==> src/mpv_pkg.sv <==
`default_nettype none

package mpv_pkg;

	// field widths
	localparam int REQ_W    = 3;
	localparam int CMD_W    = 24;
	localparam int MIDX_W   = 2;
	localparam int VEL_W    = 16;
	localparam int ANGLE_W  = 13;
	localparam int CUR_W    = 16;
	localparam int DRIVE_W  = 32;
	localparam int POS_W    = 32;
	localparam int ERR_W    = 25;
	localparam int SUM_W    = 36;

	// multiplier operands and product
	localparam int MUL_A_W  = 34;
	localparam int MUL_B_W  = 17;
	localparam int MUL_P_W  = MUL_A_W + MUL_B_W;

	// configuration port
	localparam int CFG_IDX_W  = 3;
	localparam int CFG_DATA_W = 16;

	localparam logic [CFG_IDX_W-1:0] CFG_KP    = 3'd0;
	localparam logic [CFG_IDX_W-1:0] CFG_KI    = 3'd1;
	localparam logic [CFG_IDX_W-1:0] CFG_GAIN  = 3'd2;
	localparam logic [CFG_IDX_W-1:0] CFG_LIMIT = 3'd3;
	localparam logic [CFG_IDX_W-1:0] CFG_TRIP  = 3'd4;
	localparam logic [CFG_IDX_W-1:0] CFG_THR   = 3'd5;

	localparam logic [7:0]  KP_RST    = 8'd5;
	localparam logic [7:0]  KI_RST    = 8'd5;
	localparam logic [15:0] GAIN_RST  = 16'd6554;
	localparam logic [14:0] LIMIT_RST = 15'd3000;
	localparam logic [14:0] TRIP_RST  = 15'd16000;
	localparam logic [12:0] THR_RST   = 13'd6000;

	// request codes
	localparam logic [REQ_W-1:0] REQ_TICK   = 3'd0;
	localparam logic [REQ_W-1:0] REQ_VEL    = 3'd1;
	localparam logic [REQ_W-1:0] REQ_POS    = 3'd2;
	localparam logic [REQ_W-1:0] REQ_SELECT = 3'd3;
	localparam logic [REQ_W-1:0] REQ_ORIGIN = 3'd4;

	// control modes
	localparam logic [1:0] MODE_ZERO = 2'd0;
	localparam logic [1:0] MODE_VEL  = 2'd1;
	localparam logic [1:0] MODE_POS  = 2'd2;

	localparam int MOTOR_COUNT_DEF = 4;

	typedef struct packed {
		logic load;    // capture input beat
		logic decode;  // apply non-tick request, or gain product on a tick
		logic target;  // form target, trip and error
		logic prop;    // first partial sum, proportional product
		logic finish;  // saturate, unwrap, write result
	} mpv_cmd_t;

	typedef struct packed {
		logic is_tick;
	} mpv_stat_t;

endpackage

`default_nettype wire

==> src/motor_position_velocity_pi_loop.sv <==
// A tick passes decode, target, prop and finish to give its result; others give none.
// A new beat waits for a previous tick to reach finish; the single multiplier is shared
// by gain, ki and kp. Command, select and set-origin beats retire in decode.
// Reset (arst_n, asynchronous, active low): gains and limits to defaults, mode zero target,
// motor 0, accumulator, previous error, angles and positions cleared; no clearing pass.
`default_nettype none

module motor_position_velocity_pi_loop
	import mpv_pkg::*;
#(
	parameter int MOTOR_COUNT = MOTOR_COUNT_DEF
) (
	input  wire logic                     clk,
	input  wire logic                     arst_n,
	// request channel
	input  wire logic                     req_valid,
	output logic                          req_stall,
	input  wire logic [REQ_W-1:0]         req_type,
	input  wire logic signed [CMD_W-1:0]  command_value,
	input  wire logic [MIDX_W-1:0]        motor_index,
	input  wire logic signed [VEL_W-1:0]  measured_velocity,
	input  wire logic [ANGLE_W-1:0]       measured_angle,
	input  wire logic signed [CUR_W-1:0]  measured_current,
	// result channel
	output logic                          res_valid,
	input  wire logic                     res_stall,
	output logic [MIDX_W-1:0]             drive_motor,
	output logic signed [DRIVE_W-1:0]     drive_current,
	output logic signed [CMD_W-1:0]       target_velocity,
	output logic signed [POS_W-1:0]       global_position,
	output logic                          tripped,
	// configuration write channel
	input  wire logic                     cfg_valid,
	output logic                          cfg_ready,
	input  wire logic [CFG_IDX_W-1:0]     cfg_index,
	input  wire logic [CFG_DATA_W-1:0]    cfg_data
);

	mpv_cmd_t  cmd;
	mpv_stat_t stat;

	// Config registers live in flops and are always writable; the user must write
	// them only with the loop idle, as the block has no interlock with a running tick.
	assign cfg_ready = 1'b1;

	// Sequencer: idle -> decode -> target -> prop -> finish. Non-tick requests
	// retire in decode. A new beat may be taken in the finish cycle as the
	// result is written to the output register, so back-to-back ticks need no idle
	// state; finish and the new beat both wait while res_stall holds the previous result.
	mpv_ctrl u_ctrl (
		.clk       (clk),
		.arst_n    (arst_n),
		.in_valid  (req_valid),
		.in_stall  (req_stall),
		.out_valid (res_valid),
		.out_stall (res_stall),
		.stat      (stat),
		.cmd       (cmd)
	);

	// Datapath: one 34x17 multiplier, used in turn for the position gain
	// (decode), ki * previous error (target) and kp * error (prop). The finish
	// cycle sums, saturates to 32 bits and unwraps the encoder angle.
	mpv_dp #(
		.MOTOR_COUNT (MOTOR_COUNT)
	) u_dp (
		.clk               (clk),
		.arst_n            (arst_n),
		.cmd               (cmd),
		.stat              (stat),
		.cfg_we            (cfg_valid && cfg_ready),
		.cfg_index         (cfg_index),
		.cfg_data          (cfg_data),
		.req_type          (req_type),
		.command_value     (command_value),
		.motor_index       (motor_index),
		.measured_velocity (measured_velocity),
		.measured_angle    (measured_angle),
		.measured_current  (measured_current),
		.drive_motor       (drive_motor),
		.drive_current     (drive_current),
		.target_velocity   (target_velocity),
		.global_position   (global_position),
		.tripped           (tripped)
	);

	// A trip always zeroes the target reported with it.
	a_trip_zero: assert property (@(posedge clk) disable iff (!arst_n)
		(res_valid && tripped) |-> (target_velocity == '0))
		else $error("trip reported with non-zero target");

	// Only one beat in flight: the cycle after an accepted beat is stalled.
	a_one_in_flight: assert property (@(posedge clk) disable iff (!arst_n)
		(req_valid && !req_stall) |=> req_stall)
		else $error("request taken while previous beat still decoding");

	// Reported motor is always one that exists.
	a_motor_range: assert property (@(posedge clk) disable iff (!arst_n)
		res_valid |-> ({2'b00, drive_motor} < (MIDX_W+2)'(MOTOR_COUNT)))
		else $error("drive motor out of range");

endmodule

`default_nettype wire

==> src/mpv_ctrl.sv <==
`default_nettype none

module mpv_ctrl
	import mpv_pkg::*;
(
	input  wire logic      clk,
	input  wire logic      arst_n,
	input  wire logic      in_valid,
	output logic           in_stall,
	output logic           out_valid,
	input  wire logic      out_stall,
	input  wire mpv_stat_t stat,
	output mpv_cmd_t       cmd
);

	typedef enum logic [4:0] {
		ST_IDLE   = 5'b00001,
		ST_DECODE = 5'b00010,
		ST_TARGET = 5'b00100,
		ST_PROP   = 5'b01000,
		ST_FINISH = 5'b10000
	} state_t;

	state_t state_q, state_d;
	logic   out_valid_q;
	logic   slot_free;
	logic   accept;

	assign slot_free = !out_valid_q || !out_stall;
	assign in_stall  = !((state_q == ST_IDLE) || ((state_q == ST_FINISH) && slot_free));
	assign accept    = in_valid && !in_stall;
	assign out_valid = out_valid_q;

	always_comb begin
		cmd        = '0;
		cmd.load   = accept;
		cmd.decode = (state_q == ST_DECODE);
		cmd.target = (state_q == ST_TARGET);
		cmd.prop   = (state_q == ST_PROP);
		cmd.finish = (state_q == ST_FINISH) && slot_free;
	end

	always_comb begin
		state_d = state_q;
		unique case (state_q)
			ST_IDLE: begin
				if (accept) state_d = ST_DECODE;
			end
			ST_DECODE: begin
				state_d = stat.is_tick ? ST_TARGET : ST_IDLE;
			end
			ST_TARGET: state_d = ST_PROP;
			ST_PROP:   state_d = ST_FINISH;
			ST_FINISH: begin
				if (slot_free) state_d = accept ? ST_DECODE : ST_IDLE;
			end
			default:   state_d = ST_IDLE;
		endcase
	end

	always_ff @(posedge clk or negedge arst_n) begin
		if (!arst_n) begin
			state_q     <= ST_IDLE;
			out_valid_q <= 1'b0;
		end else begin
			state_q <= state_d;
			if (cmd.finish) begin
				out_valid_q <= 1'b1;
			end else if (!out_stall) begin
				out_valid_q <= 1'b0;
			end
		end
	end

endmodule

`default_nettype wire

==> src/mpv_dp.sv <==
`default_nettype none

module mpv_dp
	import mpv_pkg::*;
#(
	parameter int MOTOR_COUNT = MOTOR_COUNT_DEF
) (
	input  wire logic                     clk,
	input  wire logic                     arst_n,
	input  wire mpv_cmd_t                 cmd,
	output mpv_stat_t                     stat,
	input  wire logic                     cfg_we,
	input  wire logic [CFG_IDX_W-1:0]     cfg_index,
	input  wire logic [CFG_DATA_W-1:0]    cfg_data,
	input  wire logic [REQ_W-1:0]         req_type,
	input  wire logic signed [CMD_W-1:0]  command_value,
	input  wire logic [MIDX_W-1:0]        motor_index,
	input  wire logic signed [VEL_W-1:0]  measured_velocity,
	input  wire logic [ANGLE_W-1:0]       measured_angle,
	input  wire logic signed [CUR_W-1:0]  measured_current,
	output logic [MIDX_W-1:0]             drive_motor,
	output logic signed [DRIVE_W-1:0]     drive_current,
	output logic signed [CMD_W-1:0]       target_velocity,
	output logic signed [POS_W-1:0]       global_position,
	output logic                          tripped
);

	localparam int IDX_W = (MOTOR_COUNT > 1) ? $clog2(MOTOR_COUNT) : 1;
	localparam logic [MIDX_W+1:0] MC_CMP = (MIDX_W+2)'(MOTOR_COUNT);

	// configuration
	logic [7:0]  cfg_kp_q, cfg_ki_q;
	logic [15:0] cfg_gain_q;
	logic [14:0] cfg_limit_q, cfg_trip_q;
	logic [12:0] cfg_thr_q;

	// captured beat
	logic [REQ_W-1:0]        req_q;
	logic signed [CMD_W-1:0] cmd_val_q;
	logic [MIDX_W-1:0]       midx_q;
	logic signed [VEL_W-1:0] vel_q;
	logic [ANGLE_W-1:0]      angle_q;
	logic signed [CUR_W-1:0] cur_q;

	// controller state
	logic [1:0]                mode_q;
	logic signed [CMD_W-1:0]   held_q;
	logic [MIDX_W-1:0]         sel_q;
	logic signed [DRIVE_W-1:0] acc_q;
	logic signed [ERR_W-1:0]   prev_q;
	logic [ANGLE_W-1:0]        last_q [MOTOR_COUNT];
	logic signed [POS_W-1:0]   pos_q  [MOTOR_COUNT];

	// working registers
	logic                      perr_neg_q;
	logic signed [MUL_P_W-1:0] prod_q;
	logic signed [ERR_W-1:0]   err_q;
	logic signed [CMD_W-1:0]   target_q;
	logic                      trip_q;
	logic signed [SUM_W-1:0]   sum_q;

	// result register
	logic [MIDX_W-1:0]         out_motor_q;
	logic signed [DRIVE_W-1:0] out_drive_q;
	logic signed [CMD_W-1:0]   out_target_q;
	logic signed [POS_W-1:0]   out_pos_q;
	logic                      out_trip_q;

	logic [IDX_W-1:0]          idx;
	logic signed [POS_W-1:0]   pos_cur;
	logic [ANGLE_W-1:0]        last_cur;
	logic signed [POS_W:0]     perr;
	logic [POS_W:0]            pmag;
	logic signed [MUL_A_W-1:0] mul_a;
	logic signed [MUL_B_W-1:0] mul_b;
	logic signed [MUL_P_W-1:0] mul_p;
	logic [MUL_A_W-1:0]        pq;
	logic [14:0]               mag15;
	logic signed [CMD_W-1:0]   tpos, tbase, tgt;
	logic [CUR_W:0]            cmag;
	logic                      trip_now;
	logic signed [ERR_W-1:0]   err_n;
	logic signed [SUM_W-1:0]   tot;
	logic signed [DRIVE_W-1:0] acc_sat;
	logic signed [ANGLE_W:0]   stp, thr;
	logic signed [ANGLE_W+1:0] stp_adj;
	logic signed [POS_W-1:0]   new_pos;

	assign idx      = IDX_W'(sel_q);
	assign pos_cur  = pos_q[idx];
	assign last_cur = last_q[idx];
	assign stat.is_tick = (req_q == REQ_TICK);

	// position error magnitude for the outer loop
	assign perr = (POS_W+1)'(held_q) - (POS_W+1)'(pos_cur);
	assign pmag = perr[POS_W] ? unsigned'(-perr) : unsigned'(perr);

	// shared multiplier
	always_comb begin
		priority if (cmd.decode) begin
			mul_a = signed'({1'b0, pmag});
			mul_b = signed'({1'b0, cfg_gain_q});
		end else if (cmd.target) begin
			mul_a = MUL_A_W'(prev_q);
			mul_b = signed'({9'd0, cfg_ki_q});
		end else begin
			mul_a = MUL_A_W'(err_q);
			mul_b = signed'({9'd0, cfg_kp_q});
		end
	end
	assign mul_p = mul_a * mul_b;

	// target
	assign pq    = unsigned'(prod_q[MUL_A_W+15:16]);
	assign mag15 = (pq > {19'd0, cfg_limit_q}) ? cfg_limit_q : pq[14:0];
	assign tpos  = perr_neg_q ? -signed'({9'd0, mag15}) : signed'({9'd0, mag15});

	always_comb begin
		unique case (mode_q)
			MODE_VEL: tbase = held_q;
			MODE_POS: tbase = tpos;
			default:  tbase = '0;
		endcase
	end

	assign cmag     = cur_q[CUR_W-1] ? unsigned'(-(CUR_W+1)'(cur_q))
	                                 : unsigned'((CUR_W+1)'(cur_q));
	assign trip_now = cmag > {2'b00, cfg_trip_q};
	assign tgt      = trip_now ? '0 : tbase;
	assign err_n    = ERR_W'(tgt) - ERR_W'(vel_q);

	// accumulate and saturate
	assign tot = sum_q + signed'(prod_q[SUM_W-1:0]);
	always_comb begin
		if (tot[SUM_W-1:DRIVE_W-1] == '0 || tot[SUM_W-1:DRIVE_W-1] == '1) begin
			acc_sat = tot[DRIVE_W-1:0];
		end else if (tot[SUM_W-1]) begin
			acc_sat = {1'b1, {(DRIVE_W-1){1'b0}}};
		end else begin
			acc_sat = {1'b0, {(DRIVE_W-1){1'b1}}};
		end
	end

	// encoder unwrap
	assign stp = signed'({1'b0, angle_q}) - signed'({1'b0, last_cur});
	assign thr = signed'({1'b0, cfg_thr_q});
	always_comb begin
		priority if (stp > thr) begin
			stp_adj = (ANGLE_W+2)'(stp) - 15'sd8192;
		end else if (stp < -thr) begin
			stp_adj = (ANGLE_W+2)'(stp) + 15'sd8192;
		end else begin
			stp_adj = (ANGLE_W+2)'(stp);
		end
	end
	assign new_pos = pos_cur + POS_W'(stp_adj);

	always_ff @(posedge clk or negedge arst_n) begin
		if (!arst_n) begin
			cfg_kp_q    <= KP_RST;
			cfg_ki_q    <= KI_RST;
			cfg_gain_q  <= GAIN_RST;
			cfg_limit_q <= LIMIT_RST;
			cfg_trip_q  <= TRIP_RST;
			cfg_thr_q   <= THR_RST;
		end else if (cfg_we) begin
			unique case (cfg_index)
				CFG_KP:    cfg_kp_q    <= cfg_data[7:0];
				CFG_KI:    cfg_ki_q    <= cfg_data[7:0];
				CFG_GAIN:  cfg_gain_q  <= cfg_data;
				CFG_LIMIT: cfg_limit_q <= cfg_data[14:0];
				CFG_TRIP:  cfg_trip_q  <= cfg_data[14:0];
				CFG_THR:   cfg_thr_q   <= cfg_data[12:0];
				default: ;
			endcase
		end
	end

	always_ff @(posedge clk or negedge arst_n) begin
		if (!arst_n) begin
			mode_q <= MODE_ZERO;
			held_q <= '0;
			sel_q  <= '0;
			acc_q  <= '0;
			prev_q <= '0;
			for (int i = 0; i < MOTOR_COUNT; i++) begin
				last_q[i] <= '0;
				pos_q[i]  <= '0;
			end
		end else begin
			if (cmd.decode) begin
				unique case (req_q)
					REQ_VEL, REQ_POS: begin
						held_q <= cmd_val_q;
						mode_q <= req_q[1:0];
					end
					REQ_SELECT: begin
						if ({2'b00, midx_q} < MC_CMP) begin
							sel_q  <= midx_q;
							held_q <= '0;
							mode_q <= MODE_VEL;
						end
					end
					REQ_ORIGIN: begin
						pos_q[idx]  <= POS_W'(angle_q);
						last_q[idx] <= angle_q;
					end
					default: ;
				endcase
			end
			if (cmd.target && trip_now) mode_q <= MODE_VEL;
			if (cmd.finish) begin
				acc_q       <= acc_sat;
				prev_q      <= err_q;
				last_q[idx] <= angle_q;
				pos_q[idx]  <= new_pos;
			end
		end
	end

	always_ff @(posedge clk) begin
		if (cmd.load) begin
			req_q     <= req_type;
			cmd_val_q <= command_value;
			midx_q    <= motor_index;
			vel_q     <= measured_velocity;
			angle_q   <= measured_angle;
			cur_q     <= measured_current;
		end
		if (cmd.decode || cmd.target || cmd.prop) prod_q <= mul_p;
		if (cmd.decode) perr_neg_q <= perr[POS_W];
		if (cmd.target) begin
			target_q <= tgt;
			trip_q   <= trip_now;
			err_q    <= err_n;
		end
		if (cmd.prop) sum_q <= SUM_W'(acc_q) - signed'(prod_q[SUM_W-1:0]);
		if (cmd.finish) begin
			out_motor_q  <= sel_q;
			out_drive_q  <= acc_sat;
			out_target_q <= target_q;
			out_pos_q    <= new_pos;
			out_trip_q   <= trip_q;
		end
	end

	assign drive_motor     = out_motor_q;
	assign drive_current   = out_drive_q;
	assign target_velocity = out_target_q;
	assign global_position = out_pos_q;
	assign tripped         = out_trip_q;

endmodule

`default_nettype wire

==> config.mk <==
export PLATFORM = sky130hd
export DESIGN_NAME = motor_position_velocity_pi_loop
export DESIGN_NICKNAME = d
export VERILOG_FILES = /design/src/mpv_pkg.sv /design/src/motor_position_velocity_pi_loop.sv /design/src/mpv_ctrl.sv /design/src/mpv_dp.sv
export SDC_FILE = /design/constraint.sdc
export NUM_CORES = 2
export LEC_CHECK = 0
export ABC_AREA = 1
export ABC_CLOCK_PERIOD_IN_PS = 13600
export BUFFER_PORTS_ARGS = -buffer_cell sky130_fd_sc_hd__buf_4
export CAP_MARGIN = 30
export CORE_ASPECT_RATIO = 1.4
export CORE_MARGIN = 2
export CORE_UTILIZATION = 60
export DETAILED_ROUTE_END_ITERATION = 10
export PLACE_DENSITY = 0.77
export SLEW_MARGIN = 20
export SYNTH_ARGS = -nofsm -noshare
export SYNTH_HDL_FRONTEND = slang
export SYNTH_HIERARCHICAL = 1
export SYNTH_SLANG_ARGS = --single-unit
==> constraint.sdc <==
create_clock -name clk -period 13.6 [get_ports clk]
set_input_delay 1.36 -clock clk [delete_from_list [all_inputs] [get_ports clk]]
set_output_delay 1.36 -clock clk [all_outputs]
set_load 0.02 [all_outputs]
==> impl_summary.txt <==
----------------------------------------------------
[Outcome]
  Status ... finished, final reports clean

[Clocking]
  Setup bufs post-CTS ... 0
  Number of buffers inserted during clock tree synthesis ... 68
  Number of gates given a new drive strength after cts ... 0
  Clk slew on worst S/H paths ... 0.07 ns
  Master cell of the clock root buffer ... sky130_fd_sc_hd__clkbuf_16
  Maximum clock path buffer count ... 3
  Hold-fix buffers at CTS ... 0
  Clock sinks ... between 600 and 700
  Clk_lat worst skew ... 0.70 ns
  Number of levels the H-tree was split into ... 3
  TritonCTS clock tree ... yes

[Worst setup path]
  Startpoint types ... flip-flop
  Largest fanout on the critical path ... 43
  Category of the worst setup path capture point ... flip-flop
  Arrival time reported for the critical path endpoint ... roughly 12 ns
  Required time at the worst-slack endpoint ... 13.97 ns
  Cell family with most CP delay ... adder cells
  Stage delay of the slowest cell on the critical path ... 0.71 ns
  Worst Path Class, Setup ... reg2reg
  Most frequent cell on the critical path ... sky130_fd_sc_hd__inv_1
  Max stage delay cell, worst path ... sky130_fd_sc_hd__clkinv_1
  CP Buf/Inv Count ... 11

[Synth]
  Share of synthesized cell area in and, or, nand and nor gates ... 18.6%
  Portion of the post-synthesis area used by sequential elements ... 31.0%
  Number of flip-flops and latches in the synthesized netlist ... 648
  Dominant combinational cell family by area after synthesis ... adder cells
  Syn Inst Count ... 6,940
  Most used flip-flop cell after synthesis ... sky130_fd_sc_hd__dfrtp_1
  Post-synth top area share ... 18.1%
  Count of different cell masters after synthesis ... 65
  Cell area after synthesis ... 57,300 um2
  Xor and xnor fraction of the mapped netlist area ... between 3 and 4%
  Top cell type by total area after synthesis ... sky130_fd_sc_hd__fa_1
  Most frequent cell after synthesis ... sky130_fd_sc_hd__nand2_1
  Syn_area_per_cell ... 8.26 um2
  Yosys warning count ... 6
  Commonest cells in the netlist ... sky130_fd_sc_hd__nand2_1 (1,428), sky130_fd_sc_hd__inv_1 (1,335), sky130_fd_sc_hd__nor2_1 (522)
  Mux contribution to synthesized area ... 0.0393%
  Fraction of the mapped netlist area in adder cells ... 25.8%
  Proportion of register bits with asynchronous set or reset after synthesis ... 53.4%
  Leading cell types by total area after synthesis ... sky130_fd_sc_hd__fa_1 (18%), sky130_fd_sc_hd__edfxtp_1 (16%), sky130_fd_sc_hd__dfrtp_1 (14%), sky130_fd_sc_hd__nand2_1 (9.4%), sky130_fd_sc_hd__inv_1 (8.7%)
  Count of flip-flops with a built-in enable after synthesis ... 302
  Post-synthesis compound-gate area fraction ... 11.0%

[Die]
  Floorplan core area ... 95,100 um2
  Area of the die ... slightly below 100,000 um2
  Row count ... between 100 and 150
  Vertical die dimension ... 370 um
  Initial Util ... 60.3%
  Number of top-level pins ... 192
  Die boundary width ... approximately 270 um

[Routing]
  Detail-routed net length per standard cell ... approximately 22 um
  Initial DRC count ... 4,181
  Pre-Repair DR Iteration Count ... 6
  Post-detailed-route count of antenna-violating nets ... 0
  Post-detailed-routing wire length ... 181,000 um
  Detailed-route via count ... 48,812
  Detailed-route DRC error count ... 0
  Vias/cell ... 5.85

[GRT]
  Number of global-route vias before repair ... approximately 50,000
  Global route overflow ... 0
  Global-route usage over all layers ... between 30% and 40%
  Global-route wire length before repair ... 277,000 um
  Number of antenna violations at the first check in global routing ... 5
  Pin count of the biggest net entering global routing ... 155

[STA]
  Final setup TNS ... 0 ns
  Post-route worst hold slack ... approximately 0.42 ns
  Final worst-path cycle share ... approximately 83%
  Final worst setup slack ... 2.36 ns
  Worst Skew ... 0.0543 ns
  Number of failing setup endpoints in the final timing report ... 0
  Measured slew at the worst slew-check pin ... just under 1 ns
  Final period demand of the worst path ... around 11 ns
  Headroom to the max-slew limit ... 35.0%
  F_max ... a little under 0.09 GHz
  Final Hold Vio Count ... 0
  Final count of pins violating max slew ... 0
  Setup repair after global routing missed its margin ... no

[Job]
  Maxcap violations ... 0

[Final layout]
  Area delta synth->final ... 8.93%
  Fraction of final layout cells sized beyond drive strength 1 ... 7.47%
  Final Instance Count excl. Fillers ... around 8,400
  Final #Nets ... 8,039

[Worst hold path]
  Type of the tightest min-delay check ... reg2reg

[Placed design]
  Count of input and output buffers ... 190
  Placed cell count ... 8,219
  Gp weighted congestion ... just over 1
  Worst setup timing slack at the placement stage ... 2.65 ns
  HPWL reported at the end of detailed placement ... 142,000 um

----------------------------------------------------
==> layer usage <==
| layer | vias to the layer above | global-route usage [%] | part of all wire, % |
|---|---|---|---|
| li1 | 22264 | - | - |
| met1 | 23326 | 41.5 | 34 |
| met2 | 2378 | 63.6 | 48 |
| met3 | 844 | 6.08 | 7.5 |
| met4 | 0 | 31.2 | 9.8 |
| met5 | - | 0 | 0 |
==> cell type report <==
cell class | count | area, um2
Clock inverter | 33 | 455
Antenna cell | 2 | 5.00
Sequential cell | 648 | 17800
Tap cell | 1224 | 1530
Timing Repair Buffer | 250 | 2000
Fill cell | 8011 | 32600
Multi-Input combinational cell | 4737 | 33700
Clock buffer | 91 | 1880
Inverter | 1365 | 5120
==> worst register-to-register path, delay by kind of cell, from the launching register on <==
kind,cells,cell delay (ns)
compound gates,9,1.89
xor+xnor,1,0.23
fa+ha+maj,9,4.13
buf+inv,11,2.20
flops,1,0.45
simple gates,13,2.02
==> layout by cell type (no fill, tap or decap), types with 36 or more instances in the layout <==
cell type / Yosys / layout
sky130_fd_sc_hd__o21ai_0: 439 / 437
sky130_fd_sc_hd__clkbuf_16: 0 / 71
sky130_fd_sc_hd__xnor2_1: 81 / 81
sky130_fd_sc_hd__xor2_1: 122 / 122
sky130_fd_sc_hd__a21oi_1: 364 / 364
sky130_fd_sc_hd__inv_1: 1335 / 1335
sky130_fd_sc_hd__nand2_1: 1428 / 1425
sky130_fd_sc_hd__nor2_2: 35 / 36
sky130_fd_sc_hd__edfxtp_1: 302 / 302
sky130_fd_sc_hd__o21a_1: 39 / 39
sky130_fd_sc_hd__nor3_1: 43 / 42
sky130_fd_sc_hd__buf_4: 12 / 238
sky130_fd_sc_hd__nand4_1: 41 / 41
sky130_fd_sc_hd__dfrtp_1: 314 / 314
sky130_fd_sc_hd__nor2_1: 522 / 516
sky130_fd_sc_hd__ha_1: 353 / 353
sky130_fd_sc_hd__o22ai_1: 57 / 57
sky130_fd_sc_hd__nand3_1: 326 / 326
sky130_fd_sc_hd__fa_1: 518 / 518
sky130_fd_sc_hd__a31oi_1: 38 / 38
==> stage by stage <==
stage	cell area, um2	util, %
6_report	62400	65.7
5_1_grt	62400	65.7
4_1_cts	62300	65.5
3_5_place_dp	60000	63.1
3_3_place_gp	59900	63.0
2_1_floorplan	57400	-
==> registers in the layout (all words and copies together) (netlist names), 13 cells and up <==
name and count:
u_dp/held_q 24, u_dp/drive_current 32, u_dp/vel_q 16, u_dp/angle_q 13
u_dp/target_q 24, u_dp/cfg_thr_q 13, u_dp/last_q 52, u_dp/err_q 25
u_dp/prev_q 25, u_dp/acc_q 32, u_dp/cfg_limit_q 15, u_dp/sum_q 36
u_dp/prod_q 50, u_dp/cmd_val_q 24, u_dp/cfg_trip_q 15, u_dp/target_velocity 24
u_dp/global_position 32, u_dp/pos_q 128, u_dp/cur_q 16, u_dp/cfg_gain_q 16
==> kinds of logic after synthesis <==
kind of cell | after synthesis
AND/OR/NAND/NOR | 2529
buffers and inverters | 1568
AO/OA/AOI/OAI | 1115
adder cells (fa/ha/maj) | 871
flip-flops | 648
XOR/XNOR | 204
other | 3
multiplexers | 2
==> final timing paths <==
kind / cells after the start / slack [ns] / startpoint / to
max: 43 / 2.36 / u_dp/idx[1] / u_dp/prod_q[45]
min: 0 / 0.42 / u_dp/target_q[4] / u_dp/target_velocity[4]
max reg2reg: 43 / 2.36 / u_dp/idx[1] / u_dp/prod_q[45]
min reg2reg: 0 / 0.42 / u_dp/target_q[4] / u_dp/target_velocity[4]
max in group asynchronous: 4 / 11.62 / arst_n / u_dp/acc_q[12]
min in group asynchronous: 1 / 0.52 / arst_n / u_dp/last_q[24]
Power is not shown: default switching activity piles up to over one toggle a cycle in this logic, so the estimate is an artifact.
